### src/hdl/sfe_queue.sv
module sfe_queue #(
   parameter int WIDTH = 8,
   parameter int DEPTH = 2
) (
   input  logic             clock,
   input  logic             reset,
   input  logic             push,
   input  logic [WIDTH-1:0] wdata,
   input  logic             pop,
   output logic [WIDTH-1:0] rdata,
   output logic             full,
   output logic             empty
);

   localparam int PW = (DEPTH > 1) ? $clog2(DEPTH) : 1;
   localparam int CW = $clog2(DEPTH + 1);

   logic [WIDTH-1:0] slot_ff [DEPTH];
   logic [PW-1:0]    wr_ff, rd_ff;
   logic [CW-1:0]    count_ff;

   function automatic logic [PW-1:0] bump(input logic [PW-1:0] p);
      return (p == PW'(DEPTH - 1)) ? '0 : p + 1'b1;
   endfunction

   assign full  = (count_ff == CW'(DEPTH));
   assign empty = (count_ff == '0);
   assign rdata = slot_ff[rd_ff];

   always_ff @(posedge clock) begin
      if (reset) begin
         wr_ff    <= '0;
         rd_ff    <= '0;
         count_ff <= '0;
      end else begin
         if (push) begin
            wr_ff <= bump(wr_ff);
         end
         if (pop) begin
            rd_ff <= bump(rd_ff);
         end
         if (push && !pop) begin
            count_ff <= count_ff + 1'b1;
         end else if (pop && !push) begin
            count_ff <= count_ff - 1'b1;
         end
      end
   end

   always_ff @(posedge clock) begin
      if (push) begin
         slot_ff[wr_ff] <= wdata;
      end
   end

endmodule

### config.mk
export PLATFORM = sky130hd
export DESIGN_NAME = sfe_queue
export DESIGN_NICKNAME = d
export VERILOG_FILES = /design/src/hdl/sfe_queue.sv
export SDC_FILE = /design/constraint.sdc
export NUM_CORES = 1
export LEC_CHECK = 0
export CORE_AREA = 2 2 41 43
export CTS_CLUSTER_SIZE = 30
export DETAILED_ROUTE_END_ITERATION = 8
export DIE_AREA = 0 0 43 45
export DONT_BUFFER_PORTS = 1
export PLACE_DENSITY = 0.67
export REMOVE_ABC_BUFFERS = 1
export SYNTH_ARGS = -nofsm -noshare
export SYNTH_HDL_FRONTEND = slang
export SYNTH_SLANG_ARGS = --single-unit
### constraint.sdc
create_clock -name clock -period 1.25 [get_ports clock]
set_input_delay 0.0625 -clock clock [delete_from_list [all_inputs] [get_ports clock]]
set_output_delay 0.0625 -clock clock [all_outputs]
set_load 0.01 [all_outputs]
Word level (Yosys, flattened, before mapping)
Memory sizes are Yosys's and may differ from the RTL's. A register that Yosys moved wholly into a read port is not among the register bits.
Index checks and enable logic that the tools add are counted.
- flip-flop bits (word level): 4
- output and inout bits: 10
- memories kept: 1
- memory bits (writable): 16
- latch bits: 0
- word-level logic and storage cells: 23
- bits of input ports: 12
- bits in read-only memories: 0
- shift-type cells: 0
- add/sub/neg operators: 4
- bitwise gates (word level): 0
- $mul: 0
- equal/unequal tests: 1
- reductions and logical operators: 6
- order comparisons: 0
- divide/modulo/power cells: 0
- multiplexer cells: 8
- memories (name ; depth ; bits a word ; rd ports ; clocked after memory_dff ; wr ports ; RTL line ; RTL):
    slot_ff ; 2 ; 8 ; 1 ; 1 ; 1 ; 18 ; logic [WIDTH-1:0] slot_ff [DEPTH];
- operators with widths (kind ; number):
    1-bit 2-to-1 mux ; 6
    2-bit 2-to-1 mux ; 2
    1-bit adder, second input constant ; 2
    2-bit by 1-bit adder with 2-bit output, second input constant ; 1
    2-bit equality test, second input constant ; 1
    1-bit logical AND ; 2
    1-bit zero test ; 2
    2-bit zero test ; 1
    2-bit nonzero test ; 1
    2-bit by 1-bit subtractor with 2-bit output, second input constant ; 1

Logic depth before layout (Yosys ltp)
- depth after elaboration: 4
- mapped depth: 5
- mapped depth without buffers: 5

Least setup slack after synthesis
OpenSTA, ideal clock, no wires.
- path kind: reg-to-reg
- start: reg wr_ff
- end: mem slot_ff[0][0] (enable)
- path buffers: 0
- setup time: 0.373 ns
- path slack: 0.162 ns
- cell stages (with the launch flop): 2
- clock period less this slack: 1.088 ns
- required time: 0.877 ns
- arrival: 0.715 ns
- cells stage by stage: dfxtp_1 nor2b_1
- RTL lines (what ; RTL line ; RTL):
    start: declaration ; 19 ; logic [PW-1:0] wr_ff, rd_ff;
    start signal: assignment ; 37 ; wr_ff <= bump(wr_ff);
    end: declaration ; 18 ;
No word-level cell before the write port.

==> flow_summary.json <==
{
  "setup_ws_ns": 0.104,
  "path_cells": "mux2_2",
  "utilization": 0.649,
  "cts_tree": "yes",
  "finalClockSkew_ns": 0.00592,
  "regToRegEndpoint": "count_ff[1]",
  "yosys.area_share.xor_xnor": 0.0447,
  "ys_warn_count": 0,
  "synth-compound-area-share": 0.0128,
  "dieArea_um2": 1940,
  "die_h_um": 45,
  "final_cells": 79,
  "fmax_mhz": 873,
  "nets": 77,
  "clk_pin_slew_ns": 0.10,
  "hold_violations": 0,
  "yosysSeqAreaShare": 0.741,
  "slew_viol_final": 0,
  "postCtsSetupBuffers": 0,
  "dp_hpwl_um": 822,
  "placed_cells": 64,
  "p_leak_nw": 0.348,
  "drive_gt1_frac": 0.254,
  "clock_power_share": 0.230,
  "synth-simple-area-share": 0.0591,
  "syn_area_um2": 783,
  "slowest_delay_ns": 0.41,
  "wl_per_cell_um": 14.1,
  "synthMuxAreaShare": 0.115,
  "rsz0062_at_grt": "no",
  "cts_buffers": 3,
  "switching_share": 0.225,
  "wirelength_um": 1110,
  "crit_buf_inv": 0,
  "routabilityCongestion": 0.568,
  "synthAdderAreaFrac": 0.0160,
  "postPlaceCellArea_um2": 813,
  "grt_overflow": 0,
  "gr-usage-all-layers": 0.126,
  "ys_seq_elements": 21,
  "rrSetupSlack_ns": 0.18,
  "synthTopCellsByArea": "edfxtp_1, dfxtp_1, mux2_2",
  "fin_crit_sh": 0.917,
  "core_area_um2": 1470,
  "drt_iter0_drc": 4,
  "synth_cells": 47,
  "initial_core_util": 0.532,
  "synth_top_area_share": 0.613,
  "critPathCaptureType": "output port",
  "final_cell_mix": "edfxtp_1, dlygate4sd3_1, mux2_2, nor2_1, dfxtp_1",
  "tns_ns": 0,
  "setup.worst_path.class": "reg2out",
  "clock_path_buffers": 2,
  "syn_avg_cell_area_um2": 16.7,
  "io_buffers": 0,
  "seqPwrFrac": 0.639,
  "p_sw_uw": 295,
  "power_density_nw_per_um2": 1370,
  "post-place-ws_ns": 0.190,
  "route.detailed.drc": 0,
  "postLayoutCellArea_um2": 955,
  "ios": 22,
  "antenna_cells": 0,
  "p_int_mw": 1.01,
  "crit_family": "flip-flops",
  "clk_latency_ns": 0.29,
  "worst_ep_required_time_ns": 1.19,
  "vias": 396,
  "crit_path_top_delay_cell": "dfxtp_4",
  "vdd_drop_max_v": 0.000843,
  "hp-class": "in2reg",
  "status": "finished, final reports clean",
  "synth_top_family_by_area": "multiplexers",
  "power.total_mw": 1.31,
  "final_common_cell": "edfxtp_1",
  "dr.pass1.iters": 3,
  "r2r-start": "count_ff[0]",
  "grt_pass1_vias": 420,
  "holdWs_ns": 0.123,
  "min_path_cells": 3,
  "p_comb_frac": 0.131,
  "min_to": "count_ff[0]",
  "die_w_um": 43,
  "viasPerCell": 5.01,
  "htreeDepth": 1,
  "cts.sinks": 21,
  "hp-start": "push",
  "antenna_found_initial": 0,
  "postRouteAntennaNets": 0,
  "synth_area_leader_cell": "edfxtp_1",
  "syn2layout_area_growth_pct": 21.9,
  "startpoint_type": "register",
  "grt_pass1_wl_um": 1740,
  "finalSetupViolCount": 0,
  "cts-root-buf": "clkbuf_4",
  "worst_slew_pin_slew_ns": 0.354,
  "slew_headroom": 0.764,
  "ys_types": 15,
  "grt_max_degree": 13,
  "cap_violations": 0,
  "rows": 14,
  "reg2reg_depth": 3,
  "period_needed_ns": 1.15,
  "cp.arrival_ns": 1.08,
  "critPathMaxFanout": 8
}
[flip-flops by register name (all words and copies together), names as in the netlist, named ones only]
signal / flops
slot_ff: 16
count_ff: 2
rd_ff: 1
wr_ff: 1
[cells in the mapped netlist]
library cell  instances
nor2_1                5
and2_1                1
ha_1                  1
or3_1                 1
and2b_2               1
xor2_1                2
inv_1                 1
a21oi_1               1
nor2b_1               1
edfxtp_1             16
mux2_2                8
buf_2                 1
xnor2_1               2
o21ai_0               1
dfxtp_1               5
[final cells by class]
class	count	area [um^2]
fill	108	517
inverter	1	3.75
clock buffer	3	22.5
clock inverter	1	5.00
sequential	21	584
tap	16	20.0
multi-input combinational	24	194
timing repair buffer	13	125
[worst max path at each step]
stage / start / endpoint / slack (ns) / depth (start not counted)
3_3_place_gp: wr_ff / slot_ff[1][6] / 0.22 / 1
2_1_floorplan: wr_ff / slot_ff[0][0] / 0.16 / 1
4_1_cts: register / rdata[5] / 0.04 / 1
5_1_grt: register / rdata[7] / 0.05 / 1
6_report: register / rdata[5] / 0.10 / 1
3_5_place_dp: wr_ff / slot_ff[1][6] / 0.19 / 1
[metal layers]
metal,track usage,vias to the layer above,share of wire
li1,-,198,-
met1,0.131,187,0.37
met2,0.227,11,0.55
met3,0.0480,0,0.078
met4,0.0545,0,0
met5,0,-,0
[cells by family after synthesis]
kind of cell | count (synthesis)
mux | 8
flops | 21
compound gates | 2
xor+xnor | 4
buf+inv | 2
fa+ha+maj | 1
simple gates | 9
[power by group through the flow]
stage               clock network (mW)  logic (mW)  registers [mW]
floorplan                            0       0.114           0.844
global placement                     0       0.134           0.848
detailed placement                   0       0.140           0.853
CTS                              0.310       0.174           0.838
global route                     0.341       0.186           0.845
finish                           0.300       0.172           0.836
[repair_timing]
item / CTS / global route
setup endpoints to repair: 8 / 3
hold endpoints to repair: 21 / 0
gates resized for setup: 1 / 1
hold buffers: 11 / 0
(Power assumes the default switching activity.)
