File: src/hdl/sfe_pkg.sv
package sfe_pkg;

   localparam int SUM_W   = 48;
   localparam int CNT_W   = 32;
   localparam int CFG_W   = 11;
   localparam int SQ_W    = 31;
   localparam int SMP_W   = 16;
   localparam int EN_W    = 31;
   localparam int FN_W    = 16;
   localparam int DIV_DW  = 48;
   localparam int CSR_IDX_W = 1;

   localparam int MAX_WINDOW_DEF = 1024;
   localparam int MAX_PENDING    = 63;
   localparam int QUEUE_DEPTH    = 2;

   localparam logic [CFG_W-1:0] HOP_RESET = 11'd512;
   localparam logic [CFG_W-1:0] WIN_RESET = 11'd1024;

   localparam logic [CSR_IDX_W-1:0] CSR_HOP = 1'b0;
   localparam logic [CSR_IDX_W-1:0] CSR_WIN = 1'b1;

   // One accepted item as handed from the front part to the back part.
   typedef struct packed {
      logic [SUM_W-1:0] prev_sum_one;
      logic [SUM_W-1:0] prev_sum_two;
      logic [SUM_W-1:0] sum_one;
      logic [SUM_W-1:0] sum_two;
      logic [CNT_W-1:0] prev;
      logic             eos;
      logic [CFG_W-1:0] hop;
      logic [CFG_W-1:0] win;
   } job_type;

endpackage

File: src/hdl/sfe_front.sv
module sfe_front #(
   parameter int MAX_WINDOW = sfe_pkg::MAX_WINDOW_DEF,
   parameter int POS_W      = $clog2(sfe_pkg::MAX_WINDOW_DEF)
) (
   input  logic                                clock,
   input  logic                                reset,
   input  logic                                req_valid,
   output logic                                req_stall,
   input  logic signed [sfe_pkg::SMP_W-1:0]    req_sample_one,
   input  logic signed [sfe_pkg::SMP_W-1:0]    req_sample_two,
   input  logic                                req_end_of_stream,
   input  logic                                csr_write_enable,
   input  logic [sfe_pkg::CSR_IDX_W-1:0]       csr_index,
   input  logic [sfe_pkg::CFG_W-1:0]           csr_data,
   input  logic                                q_full,
   output logic                                q_push,
   output sfe_pkg::job_type                    job,
   output logic [POS_W-1:0]                    job_pos
);
   import sfe_pkg::*;

   logic             st_valid_ff;
   logic [SQ_W-1:0]  sq_one_ff, sq_two_ff;
   logic             eos_ff;
   logic [CFG_W-1:0] hop_ff, win_ff;
   logic [SUM_W-1:0] sum_one_ff, sum_two_ff;
   logic [CNT_W-1:0] count_ff;
   logic [POS_W-1:0] pos_ff;
   logic             accept, push;
   logic signed [2*SMP_W-1:0] prod_one, prod_two;
   logic [CFG_W-1:0] eff_hop, eff_win;

   assign prod_one = req_sample_one * req_sample_one;
   assign prod_two = req_sample_two * req_sample_two;

   assign push      = st_valid_ff && !q_full;
   assign q_push    = push;
   assign req_stall = st_valid_ff && !push;
   assign accept    = req_valid && !req_stall;

   always_comb begin
      eff_hop = (hop_ff == '0) ? CFG_W'(1) : hop_ff;
      if (win_ff == '0) begin
         eff_win = CFG_W'(1);
      end else if (int'(win_ff) > MAX_WINDOW) begin
         eff_win = CFG_W'(MAX_WINDOW);
      end else begin
         eff_win = win_ff;
      end
   end

   always_comb begin
      job.prev_sum_one = sum_one_ff;
      job.prev_sum_two = sum_two_ff;
      job.sum_one      = sum_one_ff + SUM_W'(sq_one_ff);
      job.sum_two      = sum_two_ff + SUM_W'(sq_two_ff);
      job.prev         = count_ff;
      job.eos          = eos_ff;
      job.hop          = eff_hop;
      job.win          = eff_win;
   end
   assign job_pos = pos_ff;

   always_ff @(posedge clock) begin
      if (reset) begin
         st_valid_ff <= 1'b0;
         hop_ff      <= HOP_RESET;
         win_ff      <= WIN_RESET;
         sum_one_ff  <= '0;
         sum_two_ff  <= '0;
         count_ff    <= '0;
         pos_ff      <= '0;
      end else begin
         if (csr_write_enable) begin
            unique case (csr_index)
               CSR_HOP: hop_ff <= csr_data;
               CSR_WIN: win_ff <= csr_data;
            endcase
         end
         if (accept) begin
            st_valid_ff <= 1'b1;
         end else if (push) begin
            st_valid_ff <= 1'b0;
         end
         if (push) begin
            if (eos_ff) begin
               sum_one_ff <= '0;
               sum_two_ff <= '0;
               count_ff   <= '0;
               pos_ff     <= '0;
            end else begin
               sum_one_ff <= job.sum_one;
               sum_two_ff <= job.sum_two;
               count_ff   <= count_ff + 1'b1;
               // The ring position follows the sample count, also across its wrap.
               if (count_ff == '1 || pos_ff == POS_W'(MAX_WINDOW - 1)) begin
                  pos_ff <= '0;
               end else begin
                  pos_ff <= pos_ff + 1'b1;
               end
            end
         end
      end
   end

   always_ff @(posedge clock) begin
      if (accept) begin
         sq_one_ff <= prod_one[SQ_W-1:0];
         sq_two_ff <= prod_two[SQ_W-1:0];
         eos_ff    <= req_end_of_stream;
      end
   end

endmodule

File: config.mk
export PLATFORM = sky130hd
export DESIGN_NAME = sfe_front
export DESIGN_NICKNAME = d
export VERILOG_FILES = /design/src/hdl/sfe_pkg.sv /design/src/hdl/sfe_front.sv
export SDC_FILE = /design/constraint.sdc
export NUM_CORES = 2
export LEC_CHECK = 0
export ABC_AREA = 1
export BUFFER_PORTS_ARGS = -buffer_cell sky130_fd_sc_hd__buf_2
export CAP_MARGIN = 30
export CORE_MARGIN = 2
export CORE_UTILIZATION = 57
export DETAILED_ROUTE_END_ITERATION = 10
export PLACE_DENSITY = 0.8
export SYNTH_ARGS = -nofsm -noshare
export SYNTH_HDL_FRONTEND = slang
export SYNTH_SLANG_ARGS = --single-unit
File: constraint.sdc
create_clock -name clock -period 5.51 [get_ports clock]
set_clock_uncertainty 0.05 [all_clocks]
set_input_delay 0.2755 -clock clock [delete_from_list [all_inputs] [get_ports clock]]
set_output_delay 0.2755 -clock clock [all_outputs]
set_load 0.05 [all_outputs]
# Yosys cells after proc, flatten, opt, wreduce, memory -nomap -nowiden
# Index checks and enable logic that the tools add are counted.
# totals
register_bits	224
output_inout_bits	259
# classes
addsub	4
n_mul	2
n_lt_le_gt_ge	1
n_eq_ne	2
n_mux	10
bitwise	1
reduce_logical	12
# ops
op	n
adder 48 x 31 -> 48 bit	2
2-to-1 mux 48 bit	2
multiplier 16 x 16 -> 31 bit	2
2-to-1 mux 11 bit	3
adder 32 x 1 -> 32 bit (second input constant)	1
== test 32 bit (second input constant)	1
2-to-1 mux 32 bit	1
logical NOT 11 bit	2
2-to-1 mux 10 bit	2
> comparator 11 bit (second input constant)	1
adder 10 x 1 -> 10 bit (second input constant)	1
== test 10 bit (second input constant)	1
AND reduction 2 bit	2
logical AND 1 bit	3
logical NOT 1 bit	3
2-to-1 mux 1 bit	2
nonzero test 2 bit	1
logical OR 1 bit	1
NOT 1 bit	1

# Longest topological paths before layout
# logic_depth
word_depth	7
ltp_mapped	25

# Worst setup path after synthesis
# OpenSTA, ideal clock, no wires.
# synth_timing
kind	input port to flip-flop
from	in req_sample_two[1] (netlist name)
to	reg sq_two_ff[30], data pin
setup_ns	0.253
t_arrival_ns	5.541
required_time_ns	5.207
path_slack_ns	-0.333
cell_stages	23
cell_sequence	clkbuf_1 > clkbuf_1 > nand2_1 > inv_1 > fa_1 > inv_1 > fa_1 > inv_1 > fa_1 > inv_1 > fa_1 > inv_1 > fa_1 > fa_1 > ha_1 > nand2_1 > nor3_1 > nand2_1 > or2_2 > nand3_1 > nand2_1 > inv_1 > nor2_1
# synth_via
elab_chain_cells	1
# synth_lines
item	line	text
from (decl)	sfe_front.sv:10	input logic signed [sfe_pkg::SMP_W-1:0] req_sample_two,
multiplier 16 x 16 -> 31 bit	sfe_front.sv:34	assign prod_two = req_sample_two * req_sample_two;
via prod_two[30]	sfe_front.sv:30	logic signed [2*SMP_W-1:0] prod_one, prod_two;
to (signal assigned)	sfe_front.sv:109	sq_two_ff <= prod_two[SQ_W-1:0];
to (decl)	sfe_front.sv:23	logic [SQ_W-1:0] sq_one_ff, sq_two_ff;
# The timed path passes the listed nets, and every way through them passes these cells.
# A chain may end at the register's enable or synchronous reset.

# Worst setup path after layout
# layout_timing
from	in req_sample_two[4] (netlist name)
to	reg sq_two_ff[20], data pin
# The elaborated chain is that of the path after synthesis.

==> metrics.txt <==
# setup viols final=0; R2R Setup Slk=2.70 ns; CP Launch Type=input port; CP max-delay cell=fa_1; cell taking the most area after synthesis=fa_1; CTS root buf=clkbuf_16; GRT Overall Usage=0.3102; DR WL/cell=15.62 µm; number of diodes=0; cell family with the largest share of critical-path delay=adder cells; Period minus WS final=5.205 ns; area delta synth->final=15.24%; Fin. Hold Viols=0; Via Count=30570; final hold slack=0.1361 ns; Post-synth EDFFs=61; Clock Sinks=222; Hold Path Origin=csr_index; TritonCTS Buffers=24; worst reg2reg path depth=13; Worst-Margin Slew=0.8651 ns; I/O Pins=309; first-pass GRT wire length=151.8 mm; largest net degree at the start of global routing=70; # port buffers=308; Seq cells post-synth=222; CTS tree=built; DRT iter0 DRCs=2145; crit path cell chain=buf_2, nand2_1, inv_1, fa_1, inv_1, fa_1, inv_1, fa_1, fa_1, fa_1, inv_1, fa_1, inv_1, ha_1, a21oi_1, o21ai_0, a21oi_1, nand3_1, buf_4, xor2_1; reg-to-reg critical path startpoint=sq_one_ff[0]; synthesized net count=5453; gp weighted congestion=0.9860; Slew Limit Fails=0; Hold Path Cell Cnt=4; clock latency at the later pin of the worst-skew pair=0.57 ns; top achievable clock speed=192.1 MHz; fin crit share=0.9447; top routing layer in use=met5; data arrival time of the worst path=5.47 ns; synthesized cell area=0.03350 mm²; grt total ovfl=0; register area share after synthesis=0.1509; clock-pin slew on the worst setup and hold paths=0.06 ns; Core Area=0.05792 mm²; Mean Syn Cell Area=7.115 µm²; initial antenna violation count=1; die area=0.06072 mm²; WP depth=20; R2R Path End=sum_one_ff[30]; H-tree lvl count=1; total wire length=93.30 mm; Final #Nets=5936; hold endpoint=hop_ff[9]; share of post-route cells with drive strength above 1=0.1279; Starting Density=0.5784; Synth area leaders=fa_1 (27%), nand2_1 (14%), inv_1 (14%), dfxtp_1 (9.6%), ha_1 (8.9%); fillcell total=5062; Ys Warns=0; synth unique cells=45; vias in the first global route=30410; Die Y=246.4 µm; TritonRoute pass-1 iters=8; critical path endpoint category=flip-flop; row cnt=88; Syn Inst Count=4708; RSZ-0062 raised after global routing=false; max_cap viols=0; setup bufs post-CTS=0; WP data required=5.78 ns; Metal-1 WL=39.62 mm; type of the worst min-delay path=input port to flip-flop; largest fanout on the critical path=8; setup tns final=0 ns; Crit Path Category=input port to flip-flop; DP Wirelength=79.99 mm; Top FF cell, synth=dfxtp_1; met2 WL=43.39 mm; Die X=246.4 µm; post-synth top area share=0.2737; DR vias/cell=5.117; Max-slew headroom=0.4233; WP buf/inv=7; most common library cells after synthesis=nand2_1 (1249), inv_1 (1210), fa_1 (458); status=finished clean; Routed Antenna Nets=0; met3 WL post-DR=7.196 mm; asr flop ratio synth=0; Util after Layout=0.6665; Residual DRC=0; Top cell by count, worst path=fa_1; top-count cell post-synth=nand2_1; slowest cell delay on critical path=0.55 ns; Longest Clk Path Bufs=3
cell type report:
type | count | area, µm² | share of cell area
Sequential cell | 222 | 5055 | 0.1310
Timing Repair Buffer | 578 | 3651 | 0.09458
Tap cell | 765 | 957.2 | 0.02480
Clock inverter | 19 | 271.5 | 0.007034
Inverter | 1211 | 4549 | 0.1179
Multi-Input combinational cell | 3154 | 23510 | 0.6091
Clock buffer | 25 | 604.3 | 0.01566
through the flow:
stage / setup slack (ns) / std cells / instance area, µm²
2_1_floorplan: -0.02688 / 4708 / 33600
3_3_place_gp: -0.1931 / 5915 / 37550
3_5_place_dp: -0.3131 / 5916 / 37580
4_1_cts: 0.2824 / 5974 / 38590
5_1_grt: 0.006823 / 5974 / 38600
6_report: 0.3049 / 5974 / 38600
metal layers:
layer  GRT usage  vias up
met5           0        -
met4      0.1021        2
met3     0.04586      193
met2      0.5231      994
met1      0.4098    14380
li1            -    15000
sequential cells by signal (all words and copies together), names as in the netlist:
signal and flops:
sum_one_ff 48, sum_two_ff 48, count_ff 32, sq_one_ff 30
sq_two_ff 30, hop_ff 11, win_ff 11, job_pos 10
eos_ff 1, st_valid_ff 1
how the worst max path moves through the flow:
stage,from,endpoint
6_report,req_sample_two[4],sq_two_ff[20]
5_1_grt,req_sample_two[15],sq_two_ff[25]
4_1_cts,req_sample_two[15],sq_two_ff[25]
3_3_place_gp,req_sample_two[6],sq_two_ff[20]
2_1_floorplan,req_sample_two[1],sq_two_ff[30]
3_5_place_dp,req_sample_two[15],sq_two_ff[25]
cell usage in the layout (no fill, tap or decap), drive strengths merged, types with 2 or more instances in the layout:
cell type | netlist | routed
a31o | 8 | 8
dlygate4sd3 | 0 | 14
dfxtp | 161 | 161
nand2 | 1255 | 1255
o211ai | 3 | 3
a21oi | 249 | 249
nor3 | 53 | 53
and2 | 51 | 51
a31oi | 3 | 3
edfxtp | 61 | 61
xnor2 | 36 | 36
a21boi | 2 | 2
bufinv | 0 | 5
nand3 | 202 | 202
buf | 13 | 564
fa | 458 | 458
o21bai | 10 | 10
nand4 | 67 | 67
clkinvlp | 0 | 5
o21a | 7 | 7
clkbuf | 108 | 25
nor2 | 288 | 288
o21ai | 74 | 74
nand3b | 15 | 15
a211oi | 6 | 6
nor4 | 8 | 8
inv | 1210 | 1215
clkinv | 1 | 5
xor2 | 88 | 88
ha | 237 | 237
a21o | 11 | 11
or2 | 18 | 18
kinds of logic (layout without fill, tap and decap cells):
kind of cell / after synthesis / after routing / share of synthesized area
compound gates: 377 / 377 / 0.06077
buf+inv: 1332 / 1833 / 0.1497
fa+ha+maj: 695 / 695 / 0.3622
simple gates: 1958 / 1958 / 0.2440
flops: 222 / 222 / 0.1509
xor+xnor: 124 / 124 / 0.03242
worst reg2reg max path: cells and delay by family, from the launching register on:
kind                       cells  cell delay, ns
adders and majority gates      2            0.85
DFF                            1            0.43
and+or+nand+nor               10            1.27
AOI/OAI and AO/OA              1            0.06
timing repair:
| item | CTS | global route |
|---|---|---|
| hold buffers | 14 | 0 |
| endpoints found under the setup margin | 0 | 4 |
| hold endpoints to repair | 22 | 0 |
| gates resized for setup | 0 | 3 |
Power is left out: the tool's default activity adds up to more than one toggle a clock period on the data nets, which glitch-free logic cannot reach.
