`config.mk`:
```
export PLATFORM = sky130hd
export DESIGN_NAME = sfe_back
export DESIGN_NICKNAME = d
export VERILOG_FILES = /design/src/hdl/sfe_pkg.sv /design/src/hdl/sfe_div.sv /design/src/hdl/sfe_back.sv
export SDC_FILE = /design/constraint.sdc
export NUM_CORES = 2
export LEC_CHECK = 0
export BUFFER_PORTS_ARGS = -buffer_cell sky130_fd_sc_hd__buf_4
export CAP_MARGIN = 40
export CORE_MARGIN = 3
export CORE_UTILIZATION = 63
export CTS_CLUSTER_SIZE = 8
export DETAILED_ROUTE_END_ITERATION = 6
export PLACE_DENSITY = 0.87
export SLEW_MARGIN = 30
export SYNTH_ARGS = -nofsm -noshare
export SYNTH_HDL_FRONTEND = slang
export SYNTH_HIERARCHICAL = 1
export SYNTH_SLANG_ARGS = --single-unit
```
`constraint.sdc`:
```
create_clock -name clock -period 78.2 [get_ports clock]
set_input_delay 3.91 -clock clock [delete_from_list [all_inputs] [get_ports clock]]
set_output_delay 3.91 -clock clock [all_outputs]
set_load 0.01 [all_outputs]
```
`src/hdl/sfe_pkg.sv`:
```
package sfe_pkg;

   localparam int SUM_W   = 48;
   localparam int CNT_W   = 32;
   localparam int CFG_W   = 11;
   localparam int SQ_W    = 31;
   localparam int SMP_W   = 16;
   localparam int EN_W    = 31;
   localparam int FN_W    = 16;
   localparam int DIV_DW  = 48;
   localparam int CSR_IDX_W = 1;

   localparam int MAX_WINDOW_DEF = 1024;
   localparam int MAX_PENDING    = 63;
   localparam int QUEUE_DEPTH    = 2;

   localparam logic [CFG_W-1:0] HOP_RESET = 11'd512;
   localparam logic [CFG_W-1:0] WIN_RESET = 11'd1024;

   localparam logic [CSR_IDX_W-1:0] CSR_HOP = 1'b0;
   localparam logic [CSR_IDX_W-1:0] CSR_WIN = 1'b1;

   // One accepted item as handed from the front part to the back part.
   typedef struct packed {
      logic [SUM_W-1:0] prev_sum_one;
      logic [SUM_W-1:0] prev_sum_two;
      logic [SUM_W-1:0] sum_one;
      logic [SUM_W-1:0] sum_two;
      logic [CNT_W-1:0] prev;
      logic             eos;
      logic [CFG_W-1:0] hop;
      logic [CFG_W-1:0] win;
   } job_type;

endpackage

```
`src/hdl/sfe_div.sv`:
```
module sfe_div #(
   parameter int DW = 48,
   parameter int VW = 11
) (
   input  logic          clock,
   input  logic          reset,
   input  logic          start,
   input  logic [DW-1:0] dividend,
   input  logic [VW-1:0] divisor,
   output logic          done,
   output logic [DW-1:0] quotient,
   output logic [VW-1:0] remainder
);

   localparam int CW = $clog2(DW);

   logic [DW-1:0] q_ff;
   logic [VW-1:0] r_ff, d_ff;
   logic [CW-1:0] cnt_ff;
   logic          busy_ff, done_ff;
   logic [VW:0]   shifted;
   logic [VW+1:0] diff;

   // Restoring division, one quotient bit per cycle.
   assign shifted = {r_ff, q_ff[DW-1]};
   assign diff    = {1'b0, shifted} - {2'b0, d_ff};

   always_ff @(posedge clock) begin
      if (reset) begin
         busy_ff <= 1'b0;
         done_ff <= 1'b0;
      end else begin
         done_ff <= 1'b0;
         if (start) begin
            busy_ff <= 1'b1;
         end else if (busy_ff && cnt_ff == '0) begin
            busy_ff <= 1'b0;
            done_ff <= 1'b1;
         end
      end
   end

   always_ff @(posedge clock) begin
      if (start) begin
         q_ff   <= dividend;
         r_ff   <= '0;
         d_ff   <= divisor;
         cnt_ff <= CW'(DW - 1);
      end else if (busy_ff) begin
         cnt_ff <= cnt_ff - 1'b1;
         if (!diff[VW+1]) begin
            r_ff <= diff[VW-1:0];
            q_ff <= {q_ff[DW-2:0], 1'b1};
         end else begin
            r_ff <= shifted[VW-1:0];
            q_ff <= {q_ff[DW-2:0], 1'b0};
         end
      end
   end

   assign done      = done_ff;
   assign quotient  = q_ff;
   assign remainder = r_ff;

endmodule

```
`src/hdl/sfe_back.sv`:
```
module sfe_back #(
   parameter int MAX_WINDOW = sfe_pkg::MAX_WINDOW_DEF,
   parameter int POS_W      = $clog2(sfe_pkg::MAX_WINDOW_DEF)
) (
   input  logic                          clock,
   input  logic                          reset,
   input  logic                          q_empty,
   output logic                          q_pop,
   input  sfe_pkg::job_type              job,
   input  logic [POS_W-1:0]              job_pos,
   output logic                          ram_we,
   output logic [POS_W-1:0]              ram_waddr,
   output logic [2*sfe_pkg::SUM_W-1:0]   ram_wdata,
   output logic [POS_W-1:0]              ram_raddr,
   input  logic [2*sfe_pkg::SUM_W-1:0]   ram_rdata,
   output logic                          rsp_valid,
   input  logic                          rsp_stall,
   output logic [sfe_pkg::EN_W-1:0]      rsp_energy_one,
   output logic [sfe_pkg::EN_W-1:0]      rsp_energy_two,
   output logic [sfe_pkg::FN_W-1:0]      rsp_frame_number,
   output logic                          rsp_partial_frame,
   output logic                          rsp_last_of_run
);
   import sfe_pkg::*;

   localparam logic [3:0] ST_IDLE  = 4'd0;
   localparam logic [3:0] ST_WRITE = 4'd1;
   localparam logic [3:0] ST_DIVH  = 4'd2;
   localparam logic [3:0] ST_PLAN  = 4'd3;
   localparam logic [3:0] ST_CAP   = 4'd4;
   localparam logic [3:0] ST_NEXT  = 4'd5;
   localparam logic [3:0] ST_READ  = 4'd6;
   localparam logic [3:0] ST_LOAD  = 4'd7;
   localparam logic [3:0] ST_DIVE  = 4'd8;
   localparam logic [3:0] ST_EMIT  = 4'd9;

   localparam int IW = POS_W + 13;
   localparam int SW = CNT_W + 2;

   logic [3:0]       state_ff, state_in;
   job_type          job_ff;
   logic [POS_W-1:0] pos_ff, idx_ff;
   logic [CNT_W:0]   n_ff, n_calc;
   logic [SW-1:0]    lo_ff, lo_calc, first_ff, fnp_ff, last_ff, qa_ff, qp_ff;
   logic [CFG_W-1:0] ra_ff, rp_ff, len_ff;
   logic             full_ff, more_part, emit_go;
   logic [FN_W-1:0]  fn_ff;
   logic             part_ff, last_flag_ff;
   logic             rsp_valid_ff;
   logic [EN_W-1:0]  en_one_ff, en_two_ff;
   logic [FN_W-1:0]  fn_out_ff;
   logic             part_out_ff, last_out_ff;

   logic              div_start, a_done;
   logic [DIV_DW-1:0] a_dividend, b_dividend, a_q, b_q;
   logic [CFG_W-1:0]  div_divisor, a_r, b_r;

   logic [SW-1:0]    sel_s, len_calc;
   logic [IW-1:0]    idx_t;
   logic [SW-1:0]    cap_first;

   sfe_div #(.DW(DIV_DW), .VW(CFG_W)) u_div_a (
      .clock(clock), .reset(reset), .start(div_start), .dividend(a_dividend),
      .divisor(div_divisor), .done(a_done), .quotient(a_q), .remainder(a_r)
   );

   sfe_div #(.DW(DIV_DW), .VW(CFG_W)) u_div_b (
      .clock(clock), .reset(reset), .start(div_start), .dividend(b_dividend),
      .divisor(div_divisor), .done(), .quotient(b_q), .remainder(b_r)
   );

   assign n_calc    = (CNT_W + 1)'(job_ff.prev) + 1'b1;
   assign lo_calc   = SW'(n_calc) - SW'(job_ff.win);
   assign more_part = job_ff.eos && (fnp_ff <= qp_ff);
   assign emit_go   = (state_ff == ST_EMIT) && (!rsp_valid_ff || !rsp_stall);
   assign q_pop     = (state_ff == ST_IDLE) && !q_empty;

   assign ram_we    = (state_ff == ST_WRITE);
   assign ram_waddr = pos_ff;
   assign ram_wdata = {job_ff.prev_sum_two, job_ff.prev_sum_one};
   assign ram_raddr = idx_ff;

   // Frame start, its length, and its slot in the ring.
   always_comb begin
      sel_s    = full_ff ? lo_ff : first_ff;
      len_calc = SW'(n_ff) - sel_s;
      idx_t    = IW'(pos_ff) + IW'(1) - IW'(len_calc[CFG_W-1:0]);
      if (idx_t[IW-1]) begin
         idx_t = idx_t + IW'(MAX_WINDOW);
      end
      cap_first = last_ff - SW'(job_ff.hop) * SW'(MAX_PENDING - 1);
   end

   always_comb begin
      div_start   = 1'b0;
      a_dividend  = '0;
      b_dividend  = '0;
      div_divisor = job_ff.hop;
      unique case (state_ff)
         ST_WRITE: begin
            div_start  = 1'b1;
            a_dividend = lo_calc[SW-1] ? '0 : DIV_DW'(lo_calc[CNT_W:0]);
            b_dividend = DIV_DW'(job_ff.prev);
         end
         ST_LOAD: begin
            div_start   = 1'b1;
            a_dividend  = job_ff.sum_one - ram_rdata[SUM_W-1:0];
            b_dividend  = job_ff.sum_two - ram_rdata[2*SUM_W-1:SUM_W];
            div_divisor = len_ff;
         end
         default: ;
      endcase
   end

   always_comb begin
      state_in = state_ff;
      unique case (state_ff)
         ST_IDLE:  if (!q_empty) state_in = ST_WRITE;
         ST_WRITE: state_in = ST_DIVH;
         ST_DIVH:  if (a_done) state_in = ST_PLAN;
         ST_PLAN:  state_in = ST_CAP;
         ST_CAP:   state_in = ST_NEXT;
         ST_NEXT:  state_in = (full_ff || more_part) ? ST_READ : ST_IDLE;
         ST_READ:  state_in = ST_LOAD;
         ST_LOAD:  state_in = ST_DIVE;
         ST_DIVE:  if (a_done) state_in = ST_EMIT;
         ST_EMIT:  if (emit_go) state_in = last_flag_ff ? ST_IDLE : ST_NEXT;
         default:  state_in = ST_IDLE;
      endcase
   end

   always_ff @(posedge clock) begin
      if (reset) begin
         state_ff     <= ST_IDLE;
         rsp_valid_ff <= 1'b0;
         full_ff      <= 1'b0;
      end else begin
         state_ff <= state_in;
         if (emit_go) begin
            rsp_valid_ff <= 1'b1;
         end else if (!rsp_stall) begin
            rsp_valid_ff <= 1'b0;
         end
         if (state_ff == ST_PLAN) begin
            full_ff <= !lo_ff[SW-1] && (ra_ff == '0);
         end else if (state_ff == ST_NEXT) begin
            full_ff <= 1'b0;
         end
      end
   end

   always_ff @(posedge clock) begin
      unique case (state_ff)
         ST_IDLE: begin
            job_ff <= job;
            pos_ff <= job_pos;
         end
         ST_WRITE: begin
            n_ff  <= n_calc;
            lo_ff <= lo_calc;
         end
         ST_DIVH: begin
            qa_ff <= a_q[SW-1:0];
            ra_ff <= a_r;
            qp_ff <= b_q[SW-1:0];
            rp_ff <= b_r;
         end
         ST_PLAN: begin
            last_ff <= SW'(job_ff.prev) - SW'(rp_ff);
            if (lo_ff[SW-1]) begin
               first_ff <= '0;
               fnp_ff   <= '0;
            end else begin
               first_ff <= lo_ff - SW'(ra_ff) + SW'(job_ff.hop);
               fnp_ff   <= qa_ff + 1'b1;
            end
         end
         ST_CAP: begin
            // Only the newest frames survive when too many are pending.
            if (fnp_ff <= qp_ff &&
                (SW + 1)'(qp_ff) >= (SW + 1)'(fnp_ff) + (SW + 1)'(MAX_PENDING)) begin
               fnp_ff   <= qp_ff - SW'(MAX_PENDING - 1);
               first_ff <= cap_first;
            end
         end
         ST_NEXT: begin
            len_ff <= len_calc[CFG_W-1:0];
            idx_ff <= idx_t[POS_W-1:0];
            if (full_ff) begin
               fn_ff        <= qa_ff[FN_W-1:0];
               part_ff      <= 1'b0;
               last_flag_ff <= !more_part;
            end else begin
               fn_ff        <= fnp_ff[FN_W-1:0];
               part_ff      <= 1'b1;
               last_flag_ff <= (fnp_ff == qp_ff);
               first_ff     <= first_ff + SW'(job_ff.hop);
               fnp_ff       <= fnp_ff + 1'b1;
            end
         end
         default: ;
      endcase
      if (emit_go) begin
         en_one_ff   <= a_q[EN_W-1:0];
         en_two_ff   <= b_q[EN_W-1:0];
         fn_out_ff   <= fn_ff;
         part_out_ff <= part_ff;
         last_out_ff <= last_flag_ff;
      end
   end

   assign rsp_valid         = rsp_valid_ff;
   assign rsp_energy_one    = en_one_ff;
   assign rsp_energy_two    = en_two_ff;
   assign rsp_frame_number  = fn_out_ff;
   assign rsp_partial_frame = part_out_ff;
   assign rsp_last_of_run   = last_out_ff;

endmodule

```
**Word level (Yosys, flattened, before mapping)**

Cells that the tools add are included.

- Flip-flop bits (word level): 763
- Latch bits: 0
- RAM bits: 0
- Memory bits (read-only): 0
- Input bits: 357
- Output and inout bits: 199
- Word-level logic and storage cells: 152
- Memories kept: 0

- Add/subtract/negate cells: 21
- Multipliers: 1
- Divide/modulo/power cells: 0
- Order comparisons: 2
- Eq/ne operators: 17
- Shift-type cells: 0
- Mux-type cells: 42
- Bitwise operators: 0
- Reductions and logical operators: 28

Operators by type and width:

| cell | count |
|---|---|
| $mux 34 | 6 |
| $pmux 34 s3 | 2 |
| $mux 48 | 4 |
| $pmux 48 s2 | 2 |
| $sub 48x48->48 | 2 |
| $add 34x1->34 const B | 2 |
| $add 34x11->34 | 2 |
| $mux 11 | 4 |
| $pmux 4 s10 | 1 |
| $add 34x6->35 const B | 1 |
| $ge 34x35->1 | 1 |
| $eq 34x34->1 | 1 |
| $le 34x34->1 | 1 |
| $sub 33x11->34 | 1 |
| $sub 34x11->34 | 1 |
| $sub 34x17->34 | 1 |
| $sub 34x6->34 const B | 1 |
| $add 32x1->33 const B | 1 |
| $mux 33 | 1 |
| $sub 32x11->33 | 1 |
| $sub 12x11->13 | 2 |
| $eq 4x3->1 const B | 4 |
| $mul 11x5->16 const B | 1 |
| $mux 16 | 1 |
| 25 further kinds | 67 |

**Logic depth before layout (Yosys ltp)**

- Depth after elaboration: 5
- Gate-level depth with buffers: 21
- Mapped depth without buffers: 19

**Modules after synthesis**

Netlist, hierarchy kept.

By module, submodules not included:

| module | times used | cells an instance | area each (um2) | seq. area each (um2) |
|---|---|---|---|---|
| sfe_back | 1 | 3,060 | 33,659.8 | 16,485.8 |
| sfe_div | 2 | 268 | 3,643.5 | 2,152.1 |

**Worst setup path after synthesis**

OpenSTA, ideal clock, no wires.

- Kind: reg2out
- Start: register state_ff[1]
- End: output q_pop
- Data arrival time: 26.209 ns
- Data required time: 74.290 ns
- Setup slack: 48.081 ns
- Cell stages (with the launch flop): 4
- Path buffers: 1
- Path through: dfxtp_1 -> clkbuf_1 -> nor4_1 -> nor2b_1

- Cells in the longest elaborated chain, start to end: 2

Ends and longest elaborated chain:

| element | line | RTL |
|---|---|---|
| start: declaration | sfe_back.sv:40 | `logic [3:0] state_ff, state_in;` |
| start signal: assignment | sfe_back.sv:138 | `state_ff <= state_in;` |
| $logic_not 4->1 | sfe_back.sv:76 | `assign q_pop = (state_ff == ST_IDLE) && !q_empty;` |
| $logic_and 1x1->1 | sfe_back.sv:76 |  |
| end: declaration | sfe_back.sv:8 | `output logic q_pop,` |

No other way between the ends.

**Worst setup path after layout**

- Start: input q_empty
- End: output q_pop

- Cells in the longest elaborated chain, start to end: 2

Ends and longest elaborated chain:

| element | line | RTL |
|---|---|---|
| start: declaration | sfe_back.sv:7 | `input logic q_empty,` |
| $logic_not 1->1 | - |  |
| $logic_and 1x1->1 | sfe_back.sv:76 |  |

No other way between the ends.

==> metrics <==
Starting Density 64.3%; core area 63,700 um2; clock-pin slew on the worst setup and hold paths 50 ps; Tmin final 8180 ps; post-cts resize count 0; vias 31,500; R2R Setup Slk 72,670 ps; DRT Pass-1 Iters 7; area grow syn2layout 18.1%; gr usage total 36.9%; Hold Crit Start fn_ff[5]; number of port buffers 555; unrepaired setup endpoints after global routing false; # rows 92; switching pwr 0.000553 W; layout cell share with drive strength beyond 1 20.8%; CP Launch Type input pin; number of buffers created by CTS 99; Hold Path Sink rsp_frame_number[5]; GPL Wtd Cong 1.05; Tightest Pin Transition 915 ps; Seq pwr share 37.2%; Skew-Pair Late Insertion Delay 670 ps; CTS tree yes; VDD IR max 30.9 uV; fin crit share 10.5%; worst hold stages 0; cell mode on critical path buf_4; vias in the first global route 30,400; WP data arrival 4270 ps; Critical Path Stages 3; Max Slew Vio Count 0; Crit-path slowest cell buf_4; Finish-stage setup viols 0; clock network fraction of total power 26.6%; Mapped Cells 3,594; total power 0.00153 W; Hold Path Class flop to flop; wirelength, routed 127,000 um; Power Density 31.6 nW/um2; Die Ht 261 um; CP required 74,290 ps; Ys Warns 6; P_leak 19.8 nW; Avg Cell Area, Syn 11.4 um2; Critical Path Max Stage Delay 140 ps; Root Driver clkbuf_16; slew margin rel. 38.2%; switching share of power 36.2%; Post-DRT Antenna Nets 0; Fmax achieved 122 MHz; Crit Path Max Fanout 2; violated checks design-rule violations; Clock Sinks 706; GRT overflow 0; Post-Syn Area 40,900 um2; initial antenna violation count 11; Detailed Route Iter0 Violations 4,157; status finished with violations; Ports 556; Layout Nets 4,754; final hold vios 0; die width 261 um; Syn Nets 4,265; type of the worst setup path input pin to output port; postcts setup bufs 0; cells along the critical path buf_4 -> nor2b_1 -> buf_4; WP buf/inv 2; Max Clock Skew 41.2 ps; H-tree Lvls 3; first-pass GRT wire length 186,000 um; Post-DP HPWL 97,900 um; die area 68,000 um2; Logic pwr share 36.3%; largest net degree at the start of global routing 68; Post-Layout Inst Area 48,300 um2; CTS max path bufs 3; CTS Hold Bufs 0; Avg WL per Cell 25.5 um; DR vias/cell 6.30; reg-to-reg critical path startpoint job_ff[24]; reg2reg path depth 16; area post-placement 45,300 um2; crit end category output port; largest delay contributor family on the critical path buffers and inverters; Pint 0.000974 W; reg2reg end u_div_a/quotient[19]; max cap viols 0; Post-route DRC 1; Setup TNS 0 ps
per-stage QoR:
| stage | std cells | hold WS (ps) | utilization (%) | setup WS, ps |
|---|---|---|---|---|
| global route | 4999 | 430 | 75.9 | 70010 |
| CTS | 4989 | 422 | 75.8 | 70020 |
| floorplan | 3594 | 400 | - | 48080 |
| detailed placement | 4825 | 405 | 71.2 | 70030 |
| finish | 5000 | 416 | 75.9 | 70020 |
| global placement | 4819 | 401 | 71.0 | 70040 |
worst max path at each step:
stage                      startpoint  endpoint  slack (ps)
after global routing          q_empty     q_pop       70010
after floorplan           state_ff[1]     q_pop       48080
final                         q_empty     q_pop       70020
after CTS                     q_empty     q_pop       70020
after global placement        q_empty     q_pop       70040
after detailed placement      q_empty     q_pop       70030
per-layer routing:
layer,part of all wire [%],track usage [%],wire length [um],up-vias
met2,47,59.9,60100,2005
met4,4.9,16.4,6230,2
met1,38,48.7,48300,15200
met5,0.0086,0,11,-
met3,10,6.85,12700,336
li1,-,-,-,14000
worst register-to-register path: cells and delay by family (launching register included):
| kind | cells | cell delay, ps |
|---|---|---|
| simple gates | 8 | 1820 |
| compound gates | 4 | 1410 |
| fa+ha+maj | 2 | 820 |
| flops | 1 | 600 |
| mux | 1 | 340 |
| xor+xnor | 1 | 300 |
state kept, by name, indices dropped and copies added (netlist names), 12 cells and up:
register / flops
rsp_frame_number: 16
lo_ff: 12
u_div_b/quotient: 48
u_div_a/quotient: 48
rsp_energy_two: 31
ram_wdata: 96
rsp_energy_one: 31
fnp_ff: 34
fn_ff: 16
job_ff: 151
qp_ff: 34
qa_ff: 34
area by class of cell:
class / count / area, um2
antenna: 8 / 20.0
clock buffer: 154 / 2700
clock inverter: 10 / 194
fill: 4081 / 15300
inverter: 325 / 1220
multi-input combinational: 2368 / 17800
sequential: 706 / 20800
tap: 846 / 1060
timing repair buffer: 583 / 4510
power by group through the flow:
stage | Clock (W) | Combinational, W | Sequential, W
final | 0.000406 | 0.000554 | 0.000568
after global routing | 0.000424 | 0.000595 | 0.000571
after CTS | 0.000407 | 0.000540 | 0.000565
after detailed placement | 0 | 0.000527 | 0.000571
after global placement | 0 | 0.000506 | 0.000568
after floorplan | 0 | 0.000393 | 0.000563
placed cells by master, fill, tap and decap left out, types with 23 or more instances in the layout:
master / n
edfxtp_1: 663
buf_4: 574
inv_1: 322
ha_1: 278
nand2_1: 235
xnor2_1: 203
nor2_1: 195
o21ai_0: 163
a21oi_1: 162
xor2_1: 132
mux2_2: 113
clkbuf_16: 99
a21o_1: 91
nand3_1: 75
nand4_1: 62
nor3_1: 54
clkbuf_1: 53
dfxtp_1: 43
nand2b_1: 40
nor2b_1: 36
fa_1: 36
and3_1: 35
o21bai_1: 32
mux2i_1: 31
o22ai_1: 26
a22oi_1: 25
a31oi_1: 23
Note: power is estimated with default switching activity, not from simulation.
